File: config.mk
export PLATFORM = sky130hd
export DESIGN_NAME = spq_ctrl
export DESIGN_NICKNAME = d
export VERILOG_FILES = /design/src/design/spq_pkg.sv /design/src/design/spq_ctrl.sv
export SDC_FILE = /design/constraint.sdc
export NUM_CORES = 1
export LEC_CHECK = 0
export ABC_AREA = 1
export BUFFER_PORTS_ARGS = -buffer_cell sky130_fd_sc_hd__buf_2
export CORE_MARGIN = 10
export CORE_UTILIZATION = 35
export CTS_CLUSTER_DIAMETER = 60
export DETAILED_ROUTE_END_ITERATION = 12
export MAX_ROUTING_LAYER = met4
export PLACE_DENSITY = 0.64
export SLEW_MARGIN = 40
export SYNTH_ARGS = -nofsm -noshare
export SYNTH_HDL_FRONTEND = slang
export SYNTH_SLANG_ARGS = --single-unit
File: constraint.sdc
create_clock -name clk -period 3.6 [get_ports clk]
set_input_delay 0 -clock clk [delete_from_list [all_inputs] [get_ports clk]]
set_output_delay 0 -clock clk [all_outputs]
set_load 0.005 [all_outputs]
File: src/design/spq_pkg.sv
// Package with the codes, defaults and transfer types of the stable priority queue.
`default_nettype none

package spq_pkg;

	localparam int DEPTH_DEF   = 64;
	localparam int PRIO_W_DEF  = 8;
	localparam int TAG_W       = 16;
	localparam int REQ_PRIO_W  = 8;

	// Operation codes.
	localparam logic [1:0] ACT_INSERT = 2'd0;
	localparam logic [1:0] ACT_SERVE  = 2'd1;
	localparam logic [1:0] ACT_IGNORE = 2'd2;

	// Status codes.
	localparam logic [1:0] ST_OK     = 2'd0;
	localparam logic [1:0] ST_SERVED = 2'd1;
	localparam logic [1:0] ST_EMPTY  = 2'd2;
	localparam logic [1:0] ST_FULL   = 2'd3;

	typedef struct packed {
		logic [1:0]            action;
		logic [TAG_W-1:0]      tag;
		logic [REQ_PRIO_W-1:0] priority_req;
	} spq_in_t;

	typedef struct packed {
		logic [1:0]       status;
		logic [TAG_W-1:0] served_tag;
	} spq_out_t;

	// Command broadcast from the controller to every cell.
	typedef struct packed {
		logic insert;
		logic shift;
	} spq_cmd_t;

endpackage

`default_nettype wire

File: src/design/spq_ctrl.sv
// Controller of the stable priority queue: command register, fill count and result.
`default_nettype none

module spq_ctrl #(
	parameter int DEPTH          = spq_pkg::DEPTH_DEF,
	parameter int PRIORITY_WIDTH = spq_pkg::PRIO_W_DEF
) (
	input  wire logic                      clk,
	input  wire logic                      arst_n,
	input  wire logic                      start,
	input  wire spq_pkg::spq_in_t          op,
	input  wire logic [spq_pkg::TAG_W-1:0] head_tag,
	output logic                           busy,
	output spq_pkg::spq_cmd_t              cmd,
	output logic [spq_pkg::TAG_W-1:0]      new_tag,
	output logic [PRIORITY_WIDTH-1:0]      new_prio,
	output logic [DEPTH-1:0]               valid,
	output logic                           done,
	output spq_pkg::spq_out_t              result
);

	localparam int CW = $clog2(DEPTH + 1);

	logic             pend_s1;
	logic [1:0]       act_s1;
	logic [CW-1:0]    count_q;
	logic             done_q;
	spq_pkg::spq_out_t result_q;
	logic [31:0]      req_prio_ext;
	logic             full;
	logic             empty;
	logic             accept;

	assign accept       = start && !busy;
	assign busy         = pend_s1;
	assign full         = (count_q == CW'(DEPTH));
	assign empty        = (count_q == '0);
	assign req_prio_ext = 32'(op.priority_req);

	// Command to the chain for the registered operation.
	assign cmd.insert = pend_s1 && (act_s1 == spq_pkg::ACT_INSERT) && !full;
	assign cmd.shift  = pend_s1 && (act_s1 == spq_pkg::ACT_SERVE) && !empty;

	// A cell holds an entry when its position lies below the fill count.
	for (genvar i = 0; i < DEPTH; i++) begin : g_valid
		assign valid[i] = (CW'(i) < count_q);
	end

	// Operation register, payload only.
	always_ff @(posedge clk) begin
		if (accept) begin
			act_s1   <= op.action;
			new_tag  <= op.tag;
			new_prio <= req_prio_ext[PRIORITY_WIDTH-1:0];
		end
	end

	// Control state: pending flag, fill count and result strobe.
	always_ff @(posedge clk or negedge arst_n) begin
		if (!arst_n) begin
			pend_s1 <= 1'b0;
			count_q <= '0;
			done_q  <= 1'b0;
		end else begin
			pend_s1 <= accept;
			done_q  <= pend_s1;
			if (cmd.insert) begin
				count_q <= count_q + CW'(1);
			end else if (cmd.shift) begin
				count_q <= count_q - CW'(1);
			end
		end
	end

	// Result of the operation, taken from the head cell on a serve.
	always_ff @(posedge clk) begin
		if (pend_s1) begin
			unique case (act_s1)
				spq_pkg::ACT_INSERT: begin
					result_q.status     <= full ? spq_pkg::ST_FULL : spq_pkg::ST_OK;
					result_q.served_tag <= '0;
				end
				spq_pkg::ACT_SERVE: begin
					if (empty) begin
						result_q.status     <= spq_pkg::ST_EMPTY;
						result_q.served_tag <= '0;
					end else begin
						result_q.status     <= spq_pkg::ST_SERVED;
						result_q.served_tag <= head_tag;
					end
				end
				default: begin
					result_q.status     <= spq_pkg::ST_OK;
					result_q.served_tag <= '0;
				end
			endcase
		end
	end

	assign done   = done_q;
	assign result = result_q;

endmodule

`default_nettype wire

Yosys cells after proc, flatten, opt, wreduce, memory -nomap -nowiden
Index checks and enable logic that the tools add are counted.
- order comparisons: 64
- multipliers: 0
- eq/ne operators: 2
- reductions and logical operators: 11
- add/subtract/negate cells: 2
- bitwise operators: 0
- shift operators: 0
- muxes and demuxes: 5
- div/mod/pow operators: 0
- operators with widths (cell ; number):
    $lt 6x7->1 const A ; 32
    $lt 5x7->1 const A ; 16
    $lt 4x7->1 const A ; 8
    $pmux 18 s2 ; 1
    $lt 3x7->1 const A ; 4
    $mux 18 ; 1
    $lt 1x7->1 const A ; 2
    $lt 2x7->1 const A ; 2
    $mux 7 ; 2
    $add 7x1->7 const B ; 1
    $eq 7x7->1 const B ; 1
    $logic_not 7->1 ; 1
    $sub 7x1->7 const B ; 1
    $logic_and 1x1->1 ; 5
    $logic_not 1->1 ; 3
    $eq 2x1->1 const B ; 1
    $logic_not 2->1 ; 1
    $mux 2 ; 1
    $reduce_bool 2->1 ; 1
- memories: 0
- input port bits: 45
- bits in registers: 53
- bits in read-only memories: 0
- word-level logic and storage cells: 92
- bits in latches: 0
- memory bits (writable): 0
- output and inout bits: 110

Depth between registers and ports, before layout
- depth in word-level cells: 5
- gate-level depth with buffers: 10
- depth with buffers taken out: 10

Least setup slack after synthesis
Ideal clock, no wire load.
- path type: reg-to-reg
- start point: register pend_s1, in the netlist busy
- end point: register act_s1[0] (enable)
- path slack: 1.291 ns
- required time: 3.189 ns
- arrival: 1.899 ns
- clock period less this slack: 2.309 ns
- path buffers: 0
- library setup time: 0.411 ns
- stages on the path, launching flop included: 2
- cells stage by stage: dfrtp_1 nor2_1
- cells in the longest elaborated chain, start to end: 2
- ends and longest elaborated chain (what ; RTL line ; source):
    start: declaration ; spq_ctrl.sv:24 ; logic pend_s1;
    start signal: assignment ; spq_ctrl.sv:65 ; pend_s1 <= accept;
    $logic_not 1->1 ; spq_ctrl.sv:34 ; assign accept = start && !busy;
    $logic_and 1x1->1 ; spq_ctrl.sv:34 ;
    via accept ; spq_ctrl.sv:32 ; logic accept;
    end signal: assignment ; spq_ctrl.sv:52 ; act_s1 <= op.action;
    end: declaration ; spq_ctrl.sv:25 ; logic [1:0] act_s1;
The timed path passes the listed nets, and every way through them passes these cells.
A chain may end at the register's enable or synchronous reset.

Final worst setup path
- start point: register count_q[6]
- end point: output port valid[46]
- cells in the longest elaborated chain, start to end: 1
- ends and longest elaborated chain (what ; RTL line ; source):
    start: declaration ; spq_ctrl.sv:26 ; logic [CW-1:0] count_q;
    start signal: assignment ; spq_ctrl.sv:68 ; count_q <= count_q + CW'(1);
    start signal: assignment ; spq_ctrl.sv:70 ; count_q <= count_q - CW'(1);
    $lt 6x7->1 ; spq_ctrl.sv:46 ; assign valid[i] = (CW'(i) < count_q);
    end: declaration ; spq_ctrl.sv:17 ; output logic [DEPTH-1:0] valid,
No other way between the ends.

==> run metrics <==
Final Hold Vio Count 0; Clock Path Buffers 2; H-tree lvl count 2; Clk pin slew, worst setup/hold paths 0.10 ns; Pre-antenna DRT Iters 4; # rows 32; Worst Slack Setup Final 1.58 ns; number of synthesized register bits 53; io pins 155; Final Slew Violations 0; Area Overhead vs Synth 44.7%; wire per inst 14.9 um; vias in the first global route 2710; gr usage total 0.149; Port Buf Inserts 154; GPL Wtd Cong 0.836; outcome completed; minimum clock period 2.02 ns; pin count of the biggest net entering global routing 27; final net count 543; clock power share 0.118; async set-or-reset flop fraction in the synthesized netlist 0.170; Multi-input gate area 978 um2; top cells by area, synth edfxtp_1, nand2_1, dfrtp_1; pre-CTS WS 1.72 ns; Syn. warnings 0; Root Buffer clkbuf_8; initial antenna violation count 0; number of nets with antenna violations after routing 0; CP arrival 2.02 ns; core area 7730 um2; Synth area leader edfxtp_1; CP Launch Type flop; count leader, synth nand2_1; DRT iter0 DRCs 125; die footprint 11900 um2; Crit Path Category reg2out; library cells used by synthesis 25; number of synthesized flops with an enable pin 44; CTS Buf Count 5; Sequential Area 1550 um2; fmax 0.494 GHz; clock skew 0.00802 ns; Routed WL 8890 um; via count 2730; Worst-Skew Late Latency 0.30 ns; Static Leak 2.11 nW; Syn Nets 359; worst r2r src count_q[0]; Detail Placement HPWL 6900 um; first-pass GRT wire length 13900 um; sw frac 0.454; Vias/cell 4.57; layout cells sized above 1 0.357; Power Dens Cells 720 nW/um2; VDD IR max 0.000255 V; period utilisation layout 0.562; Slew headroom 0.613; Setup violations, final 0; Worst Tran Pin Value 0.579 ns; endpoint class of the critical path output port; Placed Instances 558; Tightest Hold Check Type in2reg; RSZ-0062 raised after global routing false; Die W 109 um; Min Hold Slack 0.00448 ns; fillers 736; switching power 1.31 mW; initial cell density of the core 0.359; Main synth FF type edfxtp_1; Critical path origin count_q[6]; cell area after synthesis 2770 um2; total gr overflow 0; post-synth top area share 0.477; fin cells 598; Mapped Avg Cell Area 8.91 um2; sequential area share after synthesis 0.558; ANT cells 0; setup TNS 0 ns; sequential share of power 0.300; Pint 1.58 mW; DR DRC count 0; WP data required 3.60 ns; clock sinks 53; synth cell count leaders nand2_1, edfxtp_1, inv_1; Die Y 109 um; Synth Instances 311; Max FO, Critical Path 11; Max Cap Viol 0; CTS tree built; Combinational Power Share 0.582; hold_sp head_tag[5]
==> flip-flops by register name (all words and copies together), names as in the netlist <==
register	cells
new_prio	8
count_q	7
done	1
act_s1	2
new_tag	16
result	18
busy	1
==> layout make-up <==
type,count,share of cell area
flip-flops and latches,53,0.386
inverters,44,0.0412
well taps,102,0.0318
clock inverters,1,0.00187
clock buffers,7,0.0215
multi-input cells,204,0.244
repair buffers,187,0.274
==> power groups by stage <==
stage	sequential (mW)	clock (mW)	combinational [mW]
floorplan	0.804	0	1.00
global placement	0.878	0	1.67
detailed placement	0.880	0	1.68
CTS	0.866	0.349	1.71
global route	0.881	0.383	1.89
finish	0.866	0.340	1.68
==> critical path, cell delays in order, from the launching register on <==
cell and delay, ns:
dfrtp_1 0.66, nor2_1 0.17, inv_1 0.15, nor2_4 0.07, nor2_1 0.29, inv_1 0.13
a21oi_1 0.13, buf_2 0.13
==> layer usage <==
| layer | vias to the layer above | routed length (um) | GRT usage |
|---|---|---|---|
| li1 | 1374 | - | - |
| met1 | 1291 | 3270 | 0.159 |
| met2 | 61 | 5120 | 0.283 |
| met3 | 4 | 430 | 0.0265 |
| met4 | 0 | 69 | 0.0254 |
| met5 | - | 0 | - |
==> per-stage QoR <==
step | power, mW | instance area [um2] | util
floorplan | 1.81 | 2770 | -
global placement | 2.54 | 3600 | 0.465
detailed placement | 2.56 | 3600 | 0.465
CTS | 2.93 | 4010 | 0.519
global route | 3.15 | 4010 | 0.519
finish | 2.89 | 4010 | 0.519
==> worst paths after layout <==
check / endpoint / slack [ns] / cells after the start
worst min register to register: count_q[0] / 0.66 / 2
worst max-delay path: valid[46] / 1.58 / 7
worst max register to register: result[10] / 1.73 / 7
max in group asynchronous: busy / 3.32 / 2
min in group asynchronous: done / 0.08 / 2
worst min-delay path: result[5] / 0.004 / 3
==> placed cells by master (no fill, tap or decap), drive strengths merged <==
master and instances:
a21oi 23, a31oi 2, buf 155, clkbuf 7, clkinvlp 1, dfrtp 9, dlygate4sd3 32, edfxtp 44
ha 3, inv 44, nand2 89, nand3 13, nand4 1, nor2 38, nor3 1, o21ai 29
o21bai 1, xor2 4
==> cells by family (layout without fill, tap and decap cells) <==
kind of cell | after synthesis | in the layout | synth area share
AOI/OAI and AO/OA | 55 | 55 | 0.105
xor gates and xnor gates | 4 | 4 | 0.0126
adders and majority gates | 3 | 3 | 0.0135
buffers and inverters | 54 | 239 | 0.0898
DFF | 53 | 53 | 0.558
and+or+nand+nor | 142 | 142 | 0.221
==> what timing repair did <==
action                                 CTS  global route
hold buffers                            32             0
endpoints found under the hold margin   40             0
gates resized for setup                  0             0
setup buffers                            0             0
Note: power is estimated with default switching activity, not from simulation.
