## config.mk

```make
export PLATFORM = sky130hd
export DESIGN_NAME = spq_cell
export DESIGN_NICKNAME = d
export VERILOG_FILES = /design/src/design/spq_pkg.sv /design/src/design/spq_cell.sv
export SDC_FILE = /design/constraint.sdc
export NUM_CORES = 1
export LEC_CHECK = 0
export ABC_AREA = 1
export BUFFER_PORTS_ARGS = -buffer_cell sky130_fd_sc_hd__buf_2
export CAP_MARGIN = 5
export CORE_UTILIZATION = 44
export CTS_CLUSTER_SIZE = 16
export DETAILED_ROUTE_END_ITERATION = 10
export HOLD_SLACK_MARGIN = 0.12
export PLACE_DENSITY = 0.81
export SETUP_SLACK_MARGIN = 0.3
export SYNTH_ARGS = -nofsm -noshare
export SYNTH_HDL_FRONTEND = slang
export SYNTH_SLANG_ARGS = --single-unit
```

## constraint.sdc

```tcl
create_clock -name clk -period 2.9 [get_ports clk]
set_clock_uncertainty 0.1 [all_clocks]
set_input_delay 0.29 -clock clk [delete_from_list [all_inputs] [get_ports clk]]
set_output_delay 0.29 -clock clk [all_outputs]
set_load 0.005 [all_outputs]
```

## src/design/spq_pkg.sv

```systemverilog
// Package with the codes, defaults and transfer types of the stable priority queue.
`default_nettype none

package spq_pkg;

	localparam int DEPTH_DEF   = 64;
	localparam int PRIO_W_DEF  = 8;
	localparam int TAG_W       = 16;
	localparam int REQ_PRIO_W  = 8;

	// Operation codes.
	localparam logic [1:0] ACT_INSERT = 2'd0;
	localparam logic [1:0] ACT_SERVE  = 2'd1;
	localparam logic [1:0] ACT_IGNORE = 2'd2;

	// Status codes.
	localparam logic [1:0] ST_OK     = 2'd0;
	localparam logic [1:0] ST_SERVED = 2'd1;
	localparam logic [1:0] ST_EMPTY  = 2'd2;
	localparam logic [1:0] ST_FULL   = 2'd3;

	typedef struct packed {
		logic [1:0]            action;
		logic [TAG_W-1:0]      tag;
		logic [REQ_PRIO_W-1:0] priority_req;
	} spq_in_t;

	typedef struct packed {
		logic [1:0]       status;
		logic [TAG_W-1:0] served_tag;
	} spq_out_t;

	// Command broadcast from the controller to every cell.
	typedef struct packed {
		logic insert;
		logic shift;
	} spq_cmd_t;

endpackage

`default_nettype wire

```

## src/design/spq_cell.sv

```systemverilog
// One cell of the sorted chain: holds one entry and trades it with its neighbors.
`default_nettype none

module spq_cell #(
	parameter int PRIORITY_WIDTH = spq_pkg::PRIO_W_DEF
) (
	input  wire logic                      clk,
	input  wire spq_pkg::spq_cmd_t         cmd,
	input  wire logic                      valid,
	input  wire logic [spq_pkg::TAG_W-1:0] new_tag,
	input  wire logic [PRIORITY_WIDTH-1:0] new_prio,
	input  wire logic                      left_lower,
	input  wire logic [spq_pkg::TAG_W-1:0] left_tag,
	input  wire logic [PRIORITY_WIDTH-1:0] left_prio,
	input  wire logic [spq_pkg::TAG_W-1:0] right_tag,
	input  wire logic [PRIORITY_WIDTH-1:0] right_prio,
	output logic [spq_pkg::TAG_W-1:0]      tag_q,
	output logic [PRIORITY_WIDTH-1:0]      prio_q,
	output logic                           lower
);

	// An empty cell or a strictly lower priority yields to the new entry; equal
	// priorities stay ahead, which keeps arrival order among ties.
	assign lower = !valid || (prio_q < new_prio);

	// Shift toward the head on a serve; on an insert the first yielding cell takes
	// the new entry and every yielding cell behind it takes its left neighbor.
	always_ff @(posedge clk) begin
		priority if (cmd.shift) begin
			tag_q  <= right_tag;
			prio_q <= right_prio;
		end else if (cmd.insert && lower && !left_lower) begin
			tag_q  <= new_tag;
			prio_q <= new_prio;
		end else if (cmd.insert && lower && left_lower) begin
			tag_q  <= left_tag;
			prio_q <= left_prio;
		end
	end

endmodule

`default_nettype wire

```

# Word level (Yosys, flattened, before mapping)
# Index checks and enable logic that the tools add are counted.
dict set report totals {
  reg_bits 24
  input_bits 77
  output_inout_bits 25
}
dict set report classes {
  n_lt_le_gt_ge 1
  muxes 6
  n_reduce_logical 7
}
# op count
set op_table {}
lappend op_table {{$mux W16} 3}
lappend op_table {{$mux W8} 3}
lappend op_table {{$lt A8 B8 Y1} 1}
lappend op_table {{$logic_and A1 B1 Y1} 3}
lappend op_table {{$reduce_bool A3 Y1} 1}
lappend op_table {{$logic_not A1 Y1} 2}
lappend op_table {{$logic_or A1 B1 Y1} 1}

# Depth between registers and ports, before layout
dict set report depth {
  depth_word 7
  ltp_mapped 14
  depth_no_buf 13
}

# Worst setup path before layout
# No wires, ideal clock.
dict set report synth_timing {
  path_type {reg-to-reg}
  from {reg prio_q[7]}
  to {reg prio_q[0], enable pin}
  arrival_time_ns 1.875
  required_time_ns 2.419
  slack_ns 0.544
  stages_incl_launch_ff 9
  synth_period_minus_slack_ns 2.356
  path_cell_list {edfxtp_1 -> ha_1 -> a21oi_1 -> o21a_1 -> nand2_1 -> nand2_4 -> buf_4 -> nand2_1 -> nand2_1}
}
dict set report synth_between {
  elab_chain_cells 5
  elab_cells_between_ends 6
  cone_classes {order compare (1); reduce/logical (5)}
}
# element line
set synth_lines {}
lappend synth_lines {{start, declared} spq_cell.sv:18} ;# output logic [PRIORITY_WIDTH-1:0] prio_q,
lappend synth_lines {{start signal, assigned} spq_cell.sv:31} ;# prio_q <= right_prio;
lappend synth_lines {{start signal, assigned} spq_cell.sv:34} ;# prio_q <= new_prio;
lappend synth_lines {{start signal, assigned} spq_cell.sv:37} ;# prio_q <= left_prio;
lappend synth_lines {{$lt A8 B8 Y1 *} spq_cell.sv:24} ;# assign lower = !valid || (prio_q < new_prio);
lappend synth_lines {{$logic_or A1 B1 Y1 *} spq_cell.sv:24}
lappend synth_lines {{via lower} spq_cell.sv:19} ;# output logic lower
lappend synth_lines {{$logic_and A1 B1 Y1 *} {spq_cell.sv:32, spq_cell.sv:35}}
lappend synth_lines {{$logic_and A1 B1 Y1, on equally long branches} {spq_cell.sv:32, spq_cell.sv:35}}
lappend synth_lines {{$reduce_bool A3 Y1 (no source line) *} -}
# The timed path passes the listed nets; every way through them passes the cells marked *.
# A chain may end at the register's enable or synchronous reset.

# Final worst setup path
dict set report layout_timing {
  from {reg prio_q[7]}
  to {reg prio_q[1], enable pin}
}
dict set report layout_between {
  elab_chain_cells 5
  elab_cells_between_ends 6
  cone_classes {order compare (1); reduce/logical (5)}
}
# element line
set layout_lines {}
lappend layout_lines {{$lt A8 B8 Y1 *} spq_cell.sv:24}
lappend layout_lines {{$logic_or A1 B1 Y1 *} spq_cell.sv:24}
lappend layout_lines {{$logic_and A1 B1 Y1 *} {spq_cell.sv:32, spq_cell.sv:35}}
lappend layout_lines {{$logic_and A1 B1 Y1, on equally long branches} {spq_cell.sv:32, spq_cell.sv:35}}
lappend layout_lines {{$reduce_bool A3 Y1 (no source line) *} -}
# Every way passes the cells marked *; elsewhere a longest branch is shown, timed or not.

==> Flow_metrics.wiki <==
{| class="wikitable"
! Metric !! Value
|-
| Synth Flop Type || sky130_fd_sc_hd__edfxtp_1
|-
| Post-Synth Adder-Cell Area || 5.080%
|-
| Antenna-violating nets left || 0
|-
| Leading cell types by count after synthesis || sky130_fd_sc_hd__nand2_1 (84), sky130_fd_sc_hd__inv_1 (52), sky130_fd_sc_hd__edfxtp_1 (24), sky130_fd_sc_hd__nand3_1 (24), sky130_fd_sc_hd__nand4_1 (24)
|-
| Final period util || 77.44%
|-
| Final worst slack || roughly 650 ps
|-
| Register-to-register path setup slack || 650 ps
|-
| Die area || around 0.0042 sq mm
|-
| Number of buffers inserted during clock tree synthesis || 3
|-
| CTS root buffer || sky130_fd_sc_hd__clkbuf_8
|-
| WL met1 || 1821 um
|-
| Combined global-route utilization of all metal layers || 21.28%
|-
| Width of the die || 64.60 um
|-
| CP Max Fanout || 27
|-
| Pre-CTS WS || around 640 ps
|-
| Cell Rows || 22
|-
| Starting DRC count in detailed routing || ~120
|-
| Area delta synth->final || 31.64%
|-
| Max Clk Rate || 445.3 MHz
|-
| Max Cap Viol || 0
|-
| Hold buffer count at CTS || 0
|-
| Headroom to the max-slew limit || 60.45%
|-
| Placed wire-length estimate after detailed placement || a little over 3000 um
|-
| Detailed-router iteration count before antenna repair || 4
|-
| Hold Crit Depth || 3
|-
| Main combinational cell family by area after synthesis || simple AND/OR/NAND/NOR gates
|-
| Post_cts resized || 0
|-
| Post-CTS repair timing setup buffer count || 0
|-
| Worst R2R Path Depth || 8
|-
| Aggregate global routing overflow || 0
|-
| Critical path class || flip-flop to flip-flop
|-
| Status || finished clean
|-
| Signal arrival time at the worst endpoint || 2080 ps
|-
| Final Hold Viols || 0
|-
| Min-Delay Startpoint || right_tag[14]
|-
| Final setup violation count || 0
|-
| Synth top area cells || sky130_fd_sc_hd__edfxtp_1 (42%), sky130_fd_sc_hd__nand2_1 (18%), sky130_fd_sc_hd__inv_1 (11%)
|-
| Inserted Diodes || 0
|-
| Wire length of the first global-routing pass || 6796 um
|-
| Proportion of synthesized flip-flops having asynchronous set or reset || 0%
|-
| Detail-routed net length per standard cell || about 11 um
|-
| Clock latency reported for the late side of the worst-skew pair || between 200 and 300 ps
|-
| Area share of xor/xnor cells in the synthesized design || 0%
|-
| Starting utilization of the core area || between 40 and 50%
|-
| Highest metal layer used by the detailed router || met4
|-
| Via Count || around 1.8k
|-
| Count of state elements after synthesis || 24
|-
| Portion of the post-synthesis area used by sequential elements || 41.80%
|-
| RSZ-0062 raised after global routing || false
|-
| Drt via density || between 4 and 5
|-
| Post-Place Cell Area || 0.002228 sq mm
|-
| Final net count || 415
|-
| Number of cells produced by synthesis || 237
|-
| Crit end category || flip-flop
|-
| Peak supply drop || 0.1811 mV
|-
| Final Cell Area || 0.002270 sq mm
|-
| Detailed route wirelength on metal3 || 365 um
|-
| Time the final worst path needs with I/O delays and setup || roughly 2200 ps
|-
| Pin count of the biggest net entering global routing || 28
|-
| Drc violations || 0
|-
| Initial antenna violation count || 0
|-
| TritonCTS Sinks || 24
|-
| Share of final-layout standard cells stronger than drive strength 1 || 33.13%
|-
| Required time of the critical path || 2740 ps
|-
| Bufs on Longest Clock Path || 2
|-
| Area fraction in and, or, nand and nor cells after synthesis || 35.85%
|-
| Area share of the leading cell type in the synthesized netlist || 41.80%
|-
| Kind of launch point of the worst setup path || flip-flop
|-
| Setup tns final || 0 ps
|-
| RR Startpoint || prio_q[7]
|-
| Compound-Gate Fraction of Synth Area || 1.306%
|-
| Via count of the first global-routing pass || 1617
|-
| Most repeated cell in the gate-level netlist after synthesis || sky130_fd_sc_hd__nand2_1
|-
| Die H || 64.60 um
|-
| Slew at the pin closest to its max-slew limit || 592.7 ps
|-
| Multiplexer share of the synthesized area || 0%
|-
| Power density over cell area || a little under 400 mW/mm^2
|-
| Worst min-delay path endpoint || tag_q[14]
|-
| Synth Cell Area || 0.001724 sq mm
|-
| Count of port buffers added during placement || 101
|-
| Core region area || about 0.0037 sq mm
|-
| Deepest level of the CTS H-tree || 1
|-
| Reg2Reg Capture Point || prio_q[1]
|-
| Mapped Avg Cell Area || between 7 and 8 sq um
|-
| Yosys Warn Count || 0
|-
| Total length of routed met2 wires || about 2100 um
|-
| Clock tree from TritonCTS || done
|-
| Ports || roughly 100
|-
| Library cells used by synthesis || 17
|-
| Type of the worst min-delay path || primary input to flip-flop
|-
| Leakage || roughly 1.4 nW
|-
| Clk pin slew, worst setup/hold paths || around 70 ps
|-
| Count of final max-slew check failures || 0
|-
| Number of enable-type register cells in the synthesized netlist || 24
|-
| Total Routed Length || 4301 um
|-
| GPL Wtd Cong || between 0.7 and 0.8
|-
| Largest area contributor in the synthesized netlist || sky130_fd_sc_hd__edfxtp_1
|-
| Synthesized Nets || 321
|}
-- metrics by stage --
step | hold slack, ps | instances | power (mW) | util, %
after floorplan | 371.7 | 237 | 0.5981 | -
after global placement | 470.2 | 374 | 0.7053 | 59.97
after detailed placement | 465.2 | 374 | 0.7116 | 59.97
after CTS | 194.5 | 377 | 0.8979 | 61.08
after global routing | 199.6 | 377 | 0.9481 | 61.08
final | 199.9 | 377 | 0.8870 | 61.08
-- worst max path at each step --
stage | from | end | slack (ps)
5_1_grt | prio_q[7] | prio_q[7] | 500
6_report | prio_q[7] | prio_q[1] | 650
3_3_place_gp | new_prio[7] | tag_q[0] | 720
2_1_floorplan | prio_q[7] | prio_q[0] | 540
4_1_cts | prio_q[7] | prio_q[0] | 660
3_5_place_dp | new_prio[7] | prio_q[0] | 640
-- registers in the layout, summed over array words and instances, names as in the netlist --
| name | flops |
|---|---|
| tag_q | 16 |
| prio_q | 8 |
-- routing by layer --
layer | vias up | track usage (%)
met5 | - | 0
met4 | 0 | 7.778
met3 | 4 | 3.873
met2 | 89 | 40.26
met1 | 765 | 23.37
li1 | 942 | -
-- layout make-up --
type	instances	area, sq um
Tap cell	48	60.06
Sequential cell	24	720.7
Timing Repair Buffer	103	520.5
Inverter	53	198.9
Fill cell	366	1446
Multi-Input combinational cell	146	728.2
Clock buffer	3	41.29
-- report_power, final --
part | switching, mW | internal, mW
clock | 0.0917 | 0.0926
sequential | 0.0140 | 0.431
combinational | 0.145 | 0.113
total | 0.251 | 0.636
-- cells in the final DEF (no fill, tap or decap), drive strengths merged --
cell,n
ha,7
clkbuf,3
edfxtp,24
a21oi,3
nand4,24
nor2,1
nand2,85
o21a,1
nand3,25
inv,53
buf,103
-- cells by family after synthesis --
logic type	after synthesis
buffers and inverters	67
AO/OA/AOI/OAI	4
AND/OR/NAND/NOR	135
adder cells (fa/ha/maj)	7
flip-flops	24
-- worst max-delay path, cell delays in order (launching register included) --
cell	delay, ps
sky130_fd_sc_hd__edfxtp_1	400
sky130_fd_sc_hd__ha_1	300
sky130_fd_sc_hd__a21oi_1	170
sky130_fd_sc_hd__o21a_1	140
sky130_fd_sc_hd__nand2_1	80
sky130_fd_sc_hd__nand2_4	260
sky130_fd_sc_hd__nand2_1	90
sky130_fd_sc_hd__nand2_1	70
sky130_fd_sc_hd__buf_4	300
Power figures use the tool's default switching activity.
